File: src/hw/rtl/tqo_pkg.sv
// Shared types, constants and helpers for the two-wheel quadrature odometer.
package tqo_pkg;

    localparam int COUNT_BITS  = 16;
    localparam int FRAC_BITS   = 16;
    localparam int PERIOD_BITS = 16;

    localparam int SCALE_W  = 24;
    localparam int PERIOD_W = 16;
    localparam int LIMIT_W  = 31;
    localparam int DATA_W   = 32;
    localparam int PULSE_W  = 16;
    localparam int CFG_IDX_W  = 2;
    localparam int CFG_DATA_W = 32;

    localparam longint LIMIT_UNITS = 10000;
    localparam longint LIMIT_FULL  = LIMIT_UNITS << FRAC_BITS;
    localparam longint LIMIT_MAX   = 64'h7FFF_FFFF;
    localparam logic [SCALE_W-1:0] SCALE_RESET =
        SCALE_W'((64'd1 << FRAC_BITS) & 64'hFF_FFFF);
    localparam logic [PERIOD_W-1:0] PERIOD_RESET = PERIOD_W'(6554);
    localparam logic [LIMIT_W-1:0] LIMIT_RESET =
        LIMIT_W'((LIMIT_FULL > LIMIT_MAX) ? LIMIT_MAX : LIMIT_FULL);

    localparam logic [1:0] OP_EDGE  = 2'd0;
    localparam logic [1:0] OP_TICK  = 2'd1;
    localparam logic [1:0] OP_CLEAR = 2'd2;
    localparam logic [1:0] OP_LATCH = 2'd3;

    localparam logic [CFG_IDX_W-1:0] CFG_SPEED_SCALE    = 2'd0;
    localparam logic [CFG_IDX_W-1:0] CFG_SAMPLE_PERIOD  = 2'd1;
    localparam logic [CFG_IDX_W-1:0] CFG_DISTANCE_LIMIT = 2'd2;

    typedef struct packed {
        logic [1:0] operation;
        logic       right_a_edge;
        logic       right_b_edge;
        logic       right_a_level;
        logic       right_b_level;
        logic       left_a_edge;
        logic       left_b_edge;
        logic       left_a_level;
        logic       left_b_level;
    } t_in_item;

    typedef struct packed {
        logic signed [DATA_W-1:0]  left_speed;
        logic signed [DATA_W-1:0]  right_speed;
        logic signed [DATA_W-1:0]  left_distance;
        logic signed [DATA_W-1:0]  right_distance;
        logic signed [DATA_W-1:0]  average_distance;
        logic signed [DATA_W-1:0]  segment_start;
        logic signed [PULSE_W-1:0] left_pulses;
        logic signed [PULSE_W-1:0] right_pulses;
    } t_out_item;

    typedef struct packed {
        logic a_edge;
        logic b_edge;
        logic a_level;
        logic b_level;
    } t_enc;

    typedef struct packed {
        logic decode;
        logic speed;
        logic integrate;
        logic clear;
    } t_lane_cmd;

    typedef struct packed {
        logic average;
        logic clear;
        logic latch;
    } t_merge_cmd;

    function automatic logic signed [DATA_W-1:0] sat32(input logic signed [63:0] v);
        logic signed [63:0] hi;
        logic signed [63:0] lo;
        hi = 64'sh0000_0000_7FFF_FFFF;
        lo = -64'sh0000_0000_8000_0000;
        if (v > hi) begin
            return DATA_W'(hi);
        end else if (v < lo) begin
            return DATA_W'(lo);
        end
        return DATA_W'(v);
    endfunction

    function automatic logic signed [PULSE_W-1:0] to_pulses(
        input logic signed [COUNT_BITS-1:0] c
    );
        logic signed [63:0] w;
        w = 64'(c);
        return w[PULSE_W-1:0];
    endfunction

endpackage

File: src/hw/rtl/tqo_merge.sv
// Merge stage: mean distance, limit check and segment start latch.
module tqo_merge
    import tqo_pkg::*;
(
    input  logic                     i_clk,
    input  logic                     i_rst_n,
    input  t_merge_cmd               i_cmd,
    input  logic signed [DATA_W-1:0] i_left_dist,
    input  logic signed [DATA_W-1:0] i_right_dist,
    input  logic [LIMIT_W-1:0]       i_limit,
    output logic                     o_over,
    output logic signed [DATA_W-1:0] o_avg,
    output logic signed [DATA_W-1:0] o_seg
);

    logic signed [DATA_W-1:0] r_avg;
    logic signed [DATA_W-1:0] r_seg;

    logic signed [DATA_W:0]   w_sum;
    logic signed [DATA_W-1:0] w_avg;

    assign w_sum  = (DATA_W+1)'(i_left_dist) + (DATA_W+1)'(i_right_dist);
    assign w_avg  = DATA_W'(w_sum >>> 1);
    assign o_over = i_cmd.average &&
        ($signed({w_avg[DATA_W-1], w_avg}) >
         $signed({{(DATA_W+1-LIMIT_W){1'b0}}, i_limit}));

    always_ff @(posedge i_clk) begin
        if (!i_rst_n) begin
            r_avg <= '0;
            r_seg <= '0;
        end else begin
            if (i_cmd.clear) begin
                r_avg <= '0;
            end else if (i_cmd.average) begin
                r_avg <= o_over ? '0 : w_avg;
            end
            if (i_cmd.latch) begin
                r_seg <= r_avg;
            end
        end
    end

    assign o_avg = r_avg;
    assign o_seg = r_seg;

endmodule
File: config.mk
export PLATFORM = sky130hd
export DESIGN_NAME = tqo_merge
export DESIGN_NICKNAME = d
export VERILOG_FILES = /design/src/hw/rtl/tqo_pkg.sv /design/src/hw/rtl/tqo_merge.sv
export SDC_FILE = /design/constraint.sdc
export NUM_CORES = 1
export LEC_CHECK = 0
export ABC_AREA = 1
export BUFFER_PORTS_ARGS = -buffer_cell sky130_fd_sc_hd__buf_2
export CORE_MARGIN = 2
export CORE_UTILIZATION = 40
export CTS_CLUSTER_DIAMETER = 50
export DETAILED_ROUTE_END_ITERATION = 12
export PLACE_DENSITY = 0.65
export SETUP_SLACK_MARGIN = 0.1
export SYNTH_ARGS = -nofsm -noshare
export SYNTH_HDL_FRONTEND = slang
export SYNTH_SLANG_ARGS = --single-unit
File: constraint.sdc
create_clock -name i_clk -period 4.9 [get_ports i_clk]
set_clock_uncertainty 0.1 [all_clocks]
set_input_delay 0.49 -clock i_clk [delete_from_list [all_inputs] [get_ports i_clk]]
set_output_delay 0.49 -clock i_clk [all_outputs]
set_load 0.02 [all_outputs]
==> metrics <==
number of synthesized register bits 64; Max-slew headroom 0.342; # setup viols final 0; Post-synth EDFFs 0; Post-DP HPWL 12100 um; largest net degree at the start of global routing 35; H-tree depth 3; Clk Latency, worst-skew pair 320 ps; core area 13100 sq um; vias in the first global route 5124; Worst setup SP type primary input; final net count 1084; first-pass GRT wire length 24000 um; post-place setup slack 577 ps; post-DR vias/cell 4.89; die height 120 um; root buffer cell clkbuf_16; delay-heaviest family, CP simple AND/OR/NAND/NOR gates; Worst Tran Pin Value 986 ps; Leak 0.00340 uW; Initial DRT Pass Iterations 5; Fin. Hold Viols 0; Syn-to-layout area delta 22.1%; Inserted Clock Buffers 9; CP bufs+invs 4; Max Cap Violations 0; num rows 42; Crit path depth 25; unrepaired setup endpoints after global routing no; met1 GRT Util 0.277; R2R cell count 4; R2R Setup Slk 4030 ps; period utilization 0.884; Clock Pin Slew Worst Setup and Hold Paths 50 ps; total track usage 0.206; CP required 4310 ps; CP Data Arrival Time 3740 ps; mapped cell area 5350 sq um; Initial Util 0.408; initial antenna violation count 0; status complete, no violations; Final Core Density 0.498; Reg-to-Reg Start o_avg[31]; minimum clock period 4330 ps; r2r endpoint o_avg[31]; Seq/Total Area, Yosys 0.239; Async SR Flop Fraction 0; CTS Sinks 64; setup_tns 0 ps; Top FF cell, synth dfxtp_1; Cells after Synth 766; met2 global-route usage 0.341; highest clock rate 0.231 GHz; library cells used by synthesis 41; clock buffer depth 2; Die ar. 14300 sq um; worst hold path class reg -> reg; Starting DRT DRC Count 242; slowest CP cell ha_1; # resized after CTS 0; Power Density 281 nW/um^2; number of buffers inserted by hold repair at cts 0; yosys warns 0; Syn Area/Cell 6.99 sq um; final hold slack 381 ps; CP peak stage delay 380 ps; Routed WL 14700 um; critical path class in -> out; Worst IR Drop VDD 0.178 mV; Hold Crit Depth 2; post-CTS setup repair buffer count 0; Crit. End Element output pin; # diodes 0; gr busiest metal met2; I/O Pins 165; GR Util met3 0.0271; die width 120 um; final setup margin 569 ps; Pins Over Slew Limit 0; Syn Nets 929; hold_sp o_avg[1]; Final GP Congestion 0.923; Critical Path Most Common Cell nand2_1; total gr overflow 0; Pwr Total 1840 uW; Worst Hold End o_avg[1]; Wirelength per Cell 13.4 um; fraction of layout cells with a size suffix above 1 0.279; CTS tree built; Critical Path Fanout Max 13; Vias 5379; Final ANT Viol Nets 0; DRC 0; I/O Buffers 164
==> worst max-delay path by stage <==
stage	startpoint	end	slack, ps
after floorplan	i_left_dist[1]	o_over	1110
after global placement	i_left_dist[10]	o_over	560
after detailed placement	i_left_dist[18]	o_over	580
after CTS	i_left_dist[18]	o_over	560
after global routing	i_left_dist[22]	o_over	170
final	i_left_dist[18]	o_over	570
==> report_power, final <==
group / switching (uW) / internal, uW
logic: 442 / 257
clock network: 201 / 367
registers: 20.7 / 553
==> metal layers <==
layer  up-vias  part of all wire
li1       2822                 -
met1      2386              0.48
met2       148              0.46
met3        23             0.047
met4         0             0.019
met5         -                 0
==> tightest hold or removal path, delay by kind of cell, from the launching register on <==
family	cells	cell delay [ps]
AND/OR/NAND/NOR	1	60
flip-flops	1	310
AO/OA/AOI/OAI	1	60
==> cell families (layout without fill, tap and decap cells) <==
group	count (synthesis)	count (layout)	share of synthesized area
AND/OR/NAND/NOR	339	339	0.294
AO/OA/AOI/OAI	157	157	0.182
XOR/XNOR	27	27	0.0442
flip-flops	64	64	0.239
adder cells (fa/ha/maj)	63	63	0.149
buffers and inverters	116	275	0.0921
==> placed cells by master, fill, tap and decap left out, types with 6 or more instances in the layout <==
cell and count:
xnor2_1 8, xor2_1 19, ha_1 62, a21oi_1 47, nor2_1 113, a21oi_2 30
nor3_1 6, nand2_1 150, nand3_2 29, clkbuf_16 9, o21ai_0 44, inv_1 87
dfxtp_1 64, a21o_1 11, inv_2 7, nand3_1 17, nand4_1 8, buf_2 164
==> Yosys cell counts, types with 2 or more instances <==
master	count	share of area
nand2_1	150	0.11
nor2_1	113	0.079
inv_1	87	0.061
dfxtp_1	64	0.24
ha_1	62	0.14
a21oi_1	47	0.044
o21ai_0	44	0.041
a21oi_2	30	0.049
nand3_2	29	0.054
xor2_1	19	0.031
nand3_1	17	0.016
clkbuf_1	16	0.011
a21o_1	11	0.015
nand4_1	8	0.0093
xnor2_1	8	0.013
inv_2	7	0.0049
nor3_1	6	0.0056
a31oi_1	5	0.0058
nand2_2	5	0.0058
o21ai_1	5	0.0047
o21bai_1	4	0.0056
buf_12	3	0.011
nor2_2	3	0.0035
o21ai_2	3	0.0049
nor4_1	2	0.0023
o211ai_1	2	0.0028
o21a_1	2	0.0028
==> metrics by stage <==
step,instance area (sq um),cells
6_report,6540,1101
5_1_grt,6540,1101
4_1_cts,6540,1101
3_5_place_dp,6270,1086
3_3_place_gp,6270,1086
2_1_floorplan,5350,766
==> flip-flops by register name, indices dropped and copies added, names as in the netlist <==
register and flops:
o_seg 32, o_avg 32
==> cell type report <==
| type | instances | area, sq um |
|---|---|---|
| Fill cell | 1407 | 6600 |
| Multi-Input combinational cell | 586 | 3580 |
| Sequential cell | 64 | 1280 |
| Timing Repair Buffer | 166 | 836 |
| Inverter | 94 | 353 |
| Clock buffer | 15 | 268 |
| Tap cell | 176 | 220 |
(Power assumes the default switching activity.)
