[src/hw/rtl/tqo_pkg.sv]
// Shared types, constants and helpers for the two-wheel quadrature odometer.
package tqo_pkg;

    localparam int COUNT_BITS  = 16;
    localparam int FRAC_BITS   = 16;
    localparam int PERIOD_BITS = 16;

    localparam int SCALE_W  = 24;
    localparam int PERIOD_W = 16;
    localparam int LIMIT_W  = 31;
    localparam int DATA_W   = 32;
    localparam int PULSE_W  = 16;
    localparam int CFG_IDX_W  = 2;
    localparam int CFG_DATA_W = 32;

    localparam longint LIMIT_UNITS = 10000;
    localparam longint LIMIT_FULL  = LIMIT_UNITS << FRAC_BITS;
    localparam longint LIMIT_MAX   = 64'h7FFF_FFFF;
    localparam logic [SCALE_W-1:0] SCALE_RESET =
        SCALE_W'((64'd1 << FRAC_BITS) & 64'hFF_FFFF);
    localparam logic [PERIOD_W-1:0] PERIOD_RESET = PERIOD_W'(6554);
    localparam logic [LIMIT_W-1:0] LIMIT_RESET =
        LIMIT_W'((LIMIT_FULL > LIMIT_MAX) ? LIMIT_MAX : LIMIT_FULL);

    localparam logic [1:0] OP_EDGE  = 2'd0;
    localparam logic [1:0] OP_TICK  = 2'd1;
    localparam logic [1:0] OP_CLEAR = 2'd2;
    localparam logic [1:0] OP_LATCH = 2'd3;

    localparam logic [CFG_IDX_W-1:0] CFG_SPEED_SCALE    = 2'd0;
    localparam logic [CFG_IDX_W-1:0] CFG_SAMPLE_PERIOD  = 2'd1;
    localparam logic [CFG_IDX_W-1:0] CFG_DISTANCE_LIMIT = 2'd2;

    typedef struct packed {
        logic [1:0] operation;
        logic       right_a_edge;
        logic       right_b_edge;
        logic       right_a_level;
        logic       right_b_level;
        logic       left_a_edge;
        logic       left_b_edge;
        logic       left_a_level;
        logic       left_b_level;
    } t_in_item;

    typedef struct packed {
        logic signed [DATA_W-1:0]  left_speed;
        logic signed [DATA_W-1:0]  right_speed;
        logic signed [DATA_W-1:0]  left_distance;
        logic signed [DATA_W-1:0]  right_distance;
        logic signed [DATA_W-1:0]  average_distance;
        logic signed [DATA_W-1:0]  segment_start;
        logic signed [PULSE_W-1:0] left_pulses;
        logic signed [PULSE_W-1:0] right_pulses;
    } t_out_item;

    typedef struct packed {
        logic a_edge;
        logic b_edge;
        logic a_level;
        logic b_level;
    } t_enc;

    typedef struct packed {
        logic decode;
        logic speed;
        logic integrate;
        logic clear;
    } t_lane_cmd;

    typedef struct packed {
        logic average;
        logic clear;
        logic latch;
    } t_merge_cmd;

    function automatic logic signed [DATA_W-1:0] sat32(input logic signed [63:0] v);
        logic signed [63:0] hi;
        logic signed [63:0] lo;
        hi = 64'sh0000_0000_7FFF_FFFF;
        lo = -64'sh0000_0000_8000_0000;
        if (v > hi) begin
            return DATA_W'(hi);
        end else if (v < lo) begin
            return DATA_W'(lo);
        end
        return DATA_W'(v);
    endfunction

    function automatic logic signed [PULSE_W-1:0] to_pulses(
        input logic signed [COUNT_BITS-1:0] c
    );
        logic signed [63:0] w;
        w = 64'(c);
        return w[PULSE_W-1:0];
    endfunction

endpackage

[src/hw/rtl/tqo_lane.sv]
// One wheel lane: 4x quadrature count, speed scaling and distance integration.
module tqo_lane
    import tqo_pkg::*;
(
    input  logic                        i_clk,
    input  logic                        i_rst_n,
    input  t_lane_cmd                   i_cmd,
    input  t_enc                        i_enc,
    input  logic                        i_negate,
    input  logic [SCALE_W-1:0]          i_scale,
    input  logic [PERIOD_W-1:0]         i_period,
    output logic signed [COUNT_BITS-1:0] o_count,
    output logic signed [DATA_W-1:0]    o_speed,
    output logic signed [DATA_W-1:0]    o_dist
);

    localparam int PROD_W  = COUNT_BITS + SCALE_W + 1;
    localparam int NEG_W   = PROD_W + 1;
    localparam int DPROD_W = DATA_W + PERIOD_W + 1;
    localparam int INC_W   = DPROD_W - PERIOD_BITS;
    localparam int DSUM_W  = ((INC_W > DATA_W) ? INC_W : DATA_W) + 1;
    localparam logic signed [COUNT_BITS-1:0] CNT_HI =
        {1'b0, {(COUNT_BITS-1){1'b1}}};
    localparam logic signed [COUNT_BITS-1:0] CNT_LO =
        {1'b1, {(COUNT_BITS-1){1'b0}}};
    localparam logic signed [COUNT_BITS-1:0] CNT_ONE = COUNT_BITS'(1);

    logic signed [COUNT_BITS-1:0] r_count;
    logic signed [DATA_W-1:0]     r_speed;
    logic signed [DATA_W-1:0]     r_dist;

    logic signed [COUNT_BITS-1:0] w_step_a;
    logic signed [COUNT_BITS-1:0] w_step_b;
    logic signed [PROD_W-1:0]     w_prod;
    logic signed [NEG_W-1:0]      w_prod_ext;
    logic signed [NEG_W-1:0]      w_spd_full;
    logic signed [DPROD_W-1:0]    w_dprod;
    logic signed [INC_W-1:0]      w_inc;
    logic signed [DSUM_W-1:0]     w_dsum;

    function automatic logic signed [COUNT_BITS-1:0] count_step(
        input logic signed [COUNT_BITS-1:0] c,
        input logic                         up
    );
        if (up) begin
            return (c < CNT_HI) ? c + CNT_ONE : CNT_HI;
        end
        return (c > CNT_LO) ? c - CNT_ONE : CNT_LO;
    endfunction

    always_comb begin
        w_step_a = i_enc.a_edge ? count_step(r_count, i_enc.b_level) : r_count;
        w_step_b = i_enc.b_edge ? count_step(w_step_a, !i_enc.a_level) : w_step_a;
    end

    assign w_prod     = r_count * $signed({1'b0, i_scale});
    assign w_prod_ext = NEG_W'(w_prod);
    assign w_spd_full = i_negate ? -w_prod_ext : w_prod_ext;

    assign w_dprod = r_speed * $signed({1'b0, i_period});
    assign w_inc   = INC_W'(w_dprod >>> PERIOD_BITS);
    assign w_dsum  = DSUM_W'(r_dist) + DSUM_W'(w_inc);

    always_ff @(posedge i_clk) begin
        if (!i_rst_n) begin
            r_count <= '0;
            r_speed <= '0;
            r_dist  <= '0;
        end else begin
            if (i_cmd.decode) begin
                r_count <= w_step_b;
            end
            if (i_cmd.speed) begin
                r_speed <= sat32(64'(w_spd_full));
                r_count <= '0;
            end
            if (i_cmd.clear) begin
                r_dist <= '0;
            end else if (i_cmd.integrate) begin
                r_dist <= sat32(64'(w_dsum));
            end
        end
    end

    assign o_count = r_count;
    assign o_speed = r_speed;
    assign o_dist  = r_dist;

endmodule

[config.mk]
export PLATFORM = sky130hd
export DESIGN_NAME = tqo_lane
export DESIGN_NICKNAME = d
export VERILOG_FILES = /design/src/hw/rtl/tqo_pkg.sv /design/src/hw/rtl/tqo_lane.sv
export SDC_FILE = /design/constraint.sdc
export NUM_CORES = 2
export LEC_CHECK = 0
export BUFFER_PORTS_ARGS = -buffer_cell sky130_fd_sc_hd__clkbuf_2
export CORE_UTILIZATION = 65
export CTS_BUF_LIST = sky130_fd_sc_hd__clkbuf_8
export DETAILED_ROUTE_END_ITERATION = 8
export PLACE_DENSITY = 0.89
export SLEW_MARGIN = 20
export SYNTH_ARGS = -nofsm -noshare
export SYNTH_HDL_FRONTEND = slang
export SYNTH_SLANG_ARGS = --single-unit
[constraint.sdc]
create_clock -name i_clk -period 12.6 [get_ports i_clk]
set_input_delay 0.63 -clock i_clk [delete_from_list [all_inputs] [get_ports i_clk]]
set_output_delay 0.63 -clock i_clk [all_outputs]
set_load 0.05 [all_outputs]
==> results.yml <==
timing:
  worstMarginPinSlew_ns: 1.077
  fin_tns_setup_ns: 0
  rsz0062_at_grt: "false"
  final_hold_viol_count: 0
  fin_crit_sh_pct: 84.05
  drv_slew: 0
  min_period_ns: 10.59
  finalClockSkew_ns: 0.01676
  max_freq_mhz: 94.42
  max_slew_margin_pct: 27.86
  finalSetupViolations: 0
  hold_ws_ns: 0.5275
logic_synthesis:
  synth_xor_area_share_pct: 2.966
  synthAdderAreaFrac_pct: 50.99
  synth-edff-count: 0
  syn_inst: 4638
  yosysUniqueCellTypes: 90
  syn_area_um2: 38390
  ys_seq_elements: 80
  synth_top_family_by_area: "adder cells"
  synthesis.nets: 5777
  yosys.area_share.simple_pct: 19.05
  yosysTopAreaCell: "fa_1"
  ys.flop_type: "dfxtp_1"
  synth.avg_cell_area_um2: 8.277
  seq_area_frac_synth_pct: 4.172
  synth_compound_area_share_pct: 10.81
  yosysWarnings: 0
  synthMuxAreaShare_pct: 0.1630
  synth_top_area_share_pct: 41.40
  synthArstFlopShare_pct: 0
  synth_area_leaders: "fa_1 41%, inv_1 9.6%, ha_1 9.6%"
floorplanning:
  initial_core_util_pct: 66.16
  die-width_um: 245.0
  core_area_um2: 58030
  dieHeight_um: 245.0
  die-area_um2: 60040
  std_cell_rows: 88
  boundaryPins: 131
placement:
  port_buffers: 130
  gp_congestion: 0.9559
  dpl.hpwl_um: 82110
clock_network:
  cts_repair_resize_count: 0
  cts-root-buf: "clkbuf_8"
  clk_path_buf_depth: 2
  clock-sinks: 80
  cts_hold_buf: 0
  numCtsBuffers: 9
  clk_latency_ns: 0.38
  post_cts_buffers: 0
  htreeDepth: 3
  cts_tree: "built"
  clk_pin_slew_worst_paths_ns: 0.09
flow_run:
  cap_violations: 0
drt:
  drc_errors: 0
  drt-initial-drc-count: 3332
  num_vias: 32160
  vias_per_cell: 6.009
  post_drt_wl_per_cell_um: 19.13
  antenna_left: 0
  dr.pass1.iters: 6
  wirelength_um: 102400
global_routing:
  grt_max_degree: 38
  grtUsageTotal_pct: 35.69
  grt_pass1_wl_um: 170900
  grt_pass1_vias: 33600
  overflow: 0
  antenna_found_initial: 2
layout:
  nNetsFinal: 5721
  final_core_util_pct: 68.18
  area_delta_synth_final_pct: 3.054
  drive_above_1_share_pct: 4.644
  nFillCells: 4432
worst_setup_path:
  path_class: "reg -> reg"
  max_stage_delay_ns: 0.95
  crit_family: "compound AO/OA/AOI/OAI gates"
  cp_slowest_cell: "dfxtp_1"
  cp_num_buf_inv: 3
  cp_max_fo: 31
  worst_setup_path_start_kind: "flip-flop"
  arrival_ns: 10.91
  cp_common_cell: "fa_1"
  endpoint_kind: "flip-flop"
  cp.required_ns: 12.92
outcome:
  status: "completed"
hold_path:
  hp-class: "reg -> reg"
==> per-layer routing <==
layer | global-route usage (%) | share of wire, % | up-vias
li1 | - | - | 14250
met2 | 56.90 | 46 | 1878
met1 | 46.97 | 38 | 15720
met4 | 11.82 | 3.3 | 2
met5 | 0 | 0.011 | -
met3 | 9.928 | 12 | 312
==> state kept, by name, indices dropped and copies added (netlist names) <==
name	count
o_count	16
o_speed	32
o_dist	32
==> final timing paths <==
kind / from / end / slack, ns / cells after the start
setup reg to reg: o_speed[8] / o_dist[24] / 2.01 / 34
setup / recovery: o_speed[8] / o_dist[24] / 2.01 / 34
hold / removal: o_count[12] / o_count[12] / 0.53 / 2
hold reg to reg: o_count[12] / o_count[12] / 0.53 / 2
==> layout make-up <==
class	count	area [um^2]	area share [%]
Inverter	983	3690	9.326
Sequential cell	80	1602	4.048
Timing Repair Buffer	158	860.8	2.176
Tap cell	765	957.2	2.419
Clock inverter	7	78.83	0.1992
Antenna cell	1	2.502	0.006325
Clock buffer	9	123.9	0.3131
Multi-Input combinational cell	3350	32250	81.51
==> synthesized netlist by cell type, drive strengths merged (13+ instances only) <==
cell    instances
a21oi         171
or3            22
a31oi          20
o21ai         188
o22ai          31
dfxtp          80
nor3           47
nand2         634
nor2          133
and3           19
a21o           44
nand2b         45
buf            13
and2          396
o21a           25
xor2           36
nand3          56
inv           982
xnor2          94
o31ai          24
o211ai         19
ha            294
fa            794
clkbuf        212
nand4          33
nor4           21
nor2b          16
==> worst register-to-register path: cells and delay by family (launching register included) <==
kind            cells  cell delay (ns)
compound gates     15             3.94
simple gates        6             1.22
xor+xnor            1             0.22
fa+ha+maj           8             3.84
mux                 1             0.20
flops               1             0.95
buf+inv             3             0.17
==> layout by cell type (no fill, tap or decap), types with 10 or more instances in the layout <==
master	synthesis	final
o22ai_1	31	31
nor4_1	19	19
o31ai_1	23	23
a21oi_1	171	171
nand3_1	55	55
xnor2_1	94	94
xor2_1	36	36
or3_1	22	22
ha_1	294	294
and3_1	19	19
fa_1	794	794
nand4_1	32	32
nand2_1	633	633
buf_4	3	28
dfxtp_1	80	80
nand2b_1	45	45
inv_1	982	982
o21a_1	25	25
nor2b_1	16	14
a31oi_1	20	20
o21ai_1	15	15
nor3b_1	10	10
o21ai_0	173	173
a21o_1	44	44
and2_1	395	395
or4_1	11	11
nor3_1	46	45
clkbuf_2	0	130
o21bai_1	12	12
nor2_1	133	133
a211oi_1	11	11
o211ai_1	19	19
==> per-stage QoR <==
step / setup slack, ns / instances / cell area, um^2
global placement: 2.063 / 5336 / 39360
floorplan: 2.933 / 4638 / 38390
CTS: 2.114 / 5352 / 39560
finish: 2.009 / 5353 / 39560
global route: 1.341 / 5352 / 39560
detailed placement: 1.781 / 5336 / 39360
==> kinds of logic (layout without fill, tap and decap cells) <==
logic type               Yosys count  count (layout)
other                              0               1
XOR/XNOR                         130             130
buffers and inverters           1208            1157
flip-flops                        80              80
AND/OR/NAND/NOR                 1475            1475
AO/OA/AOI/OAI                    651             651
adder cells (fa/ha/maj)         1088            1088
multiplexers                       6               6
Power is left out: the tool's default activity adds up to more than one toggle a clock period on the data nets, which glitch-free logic cannot reach.
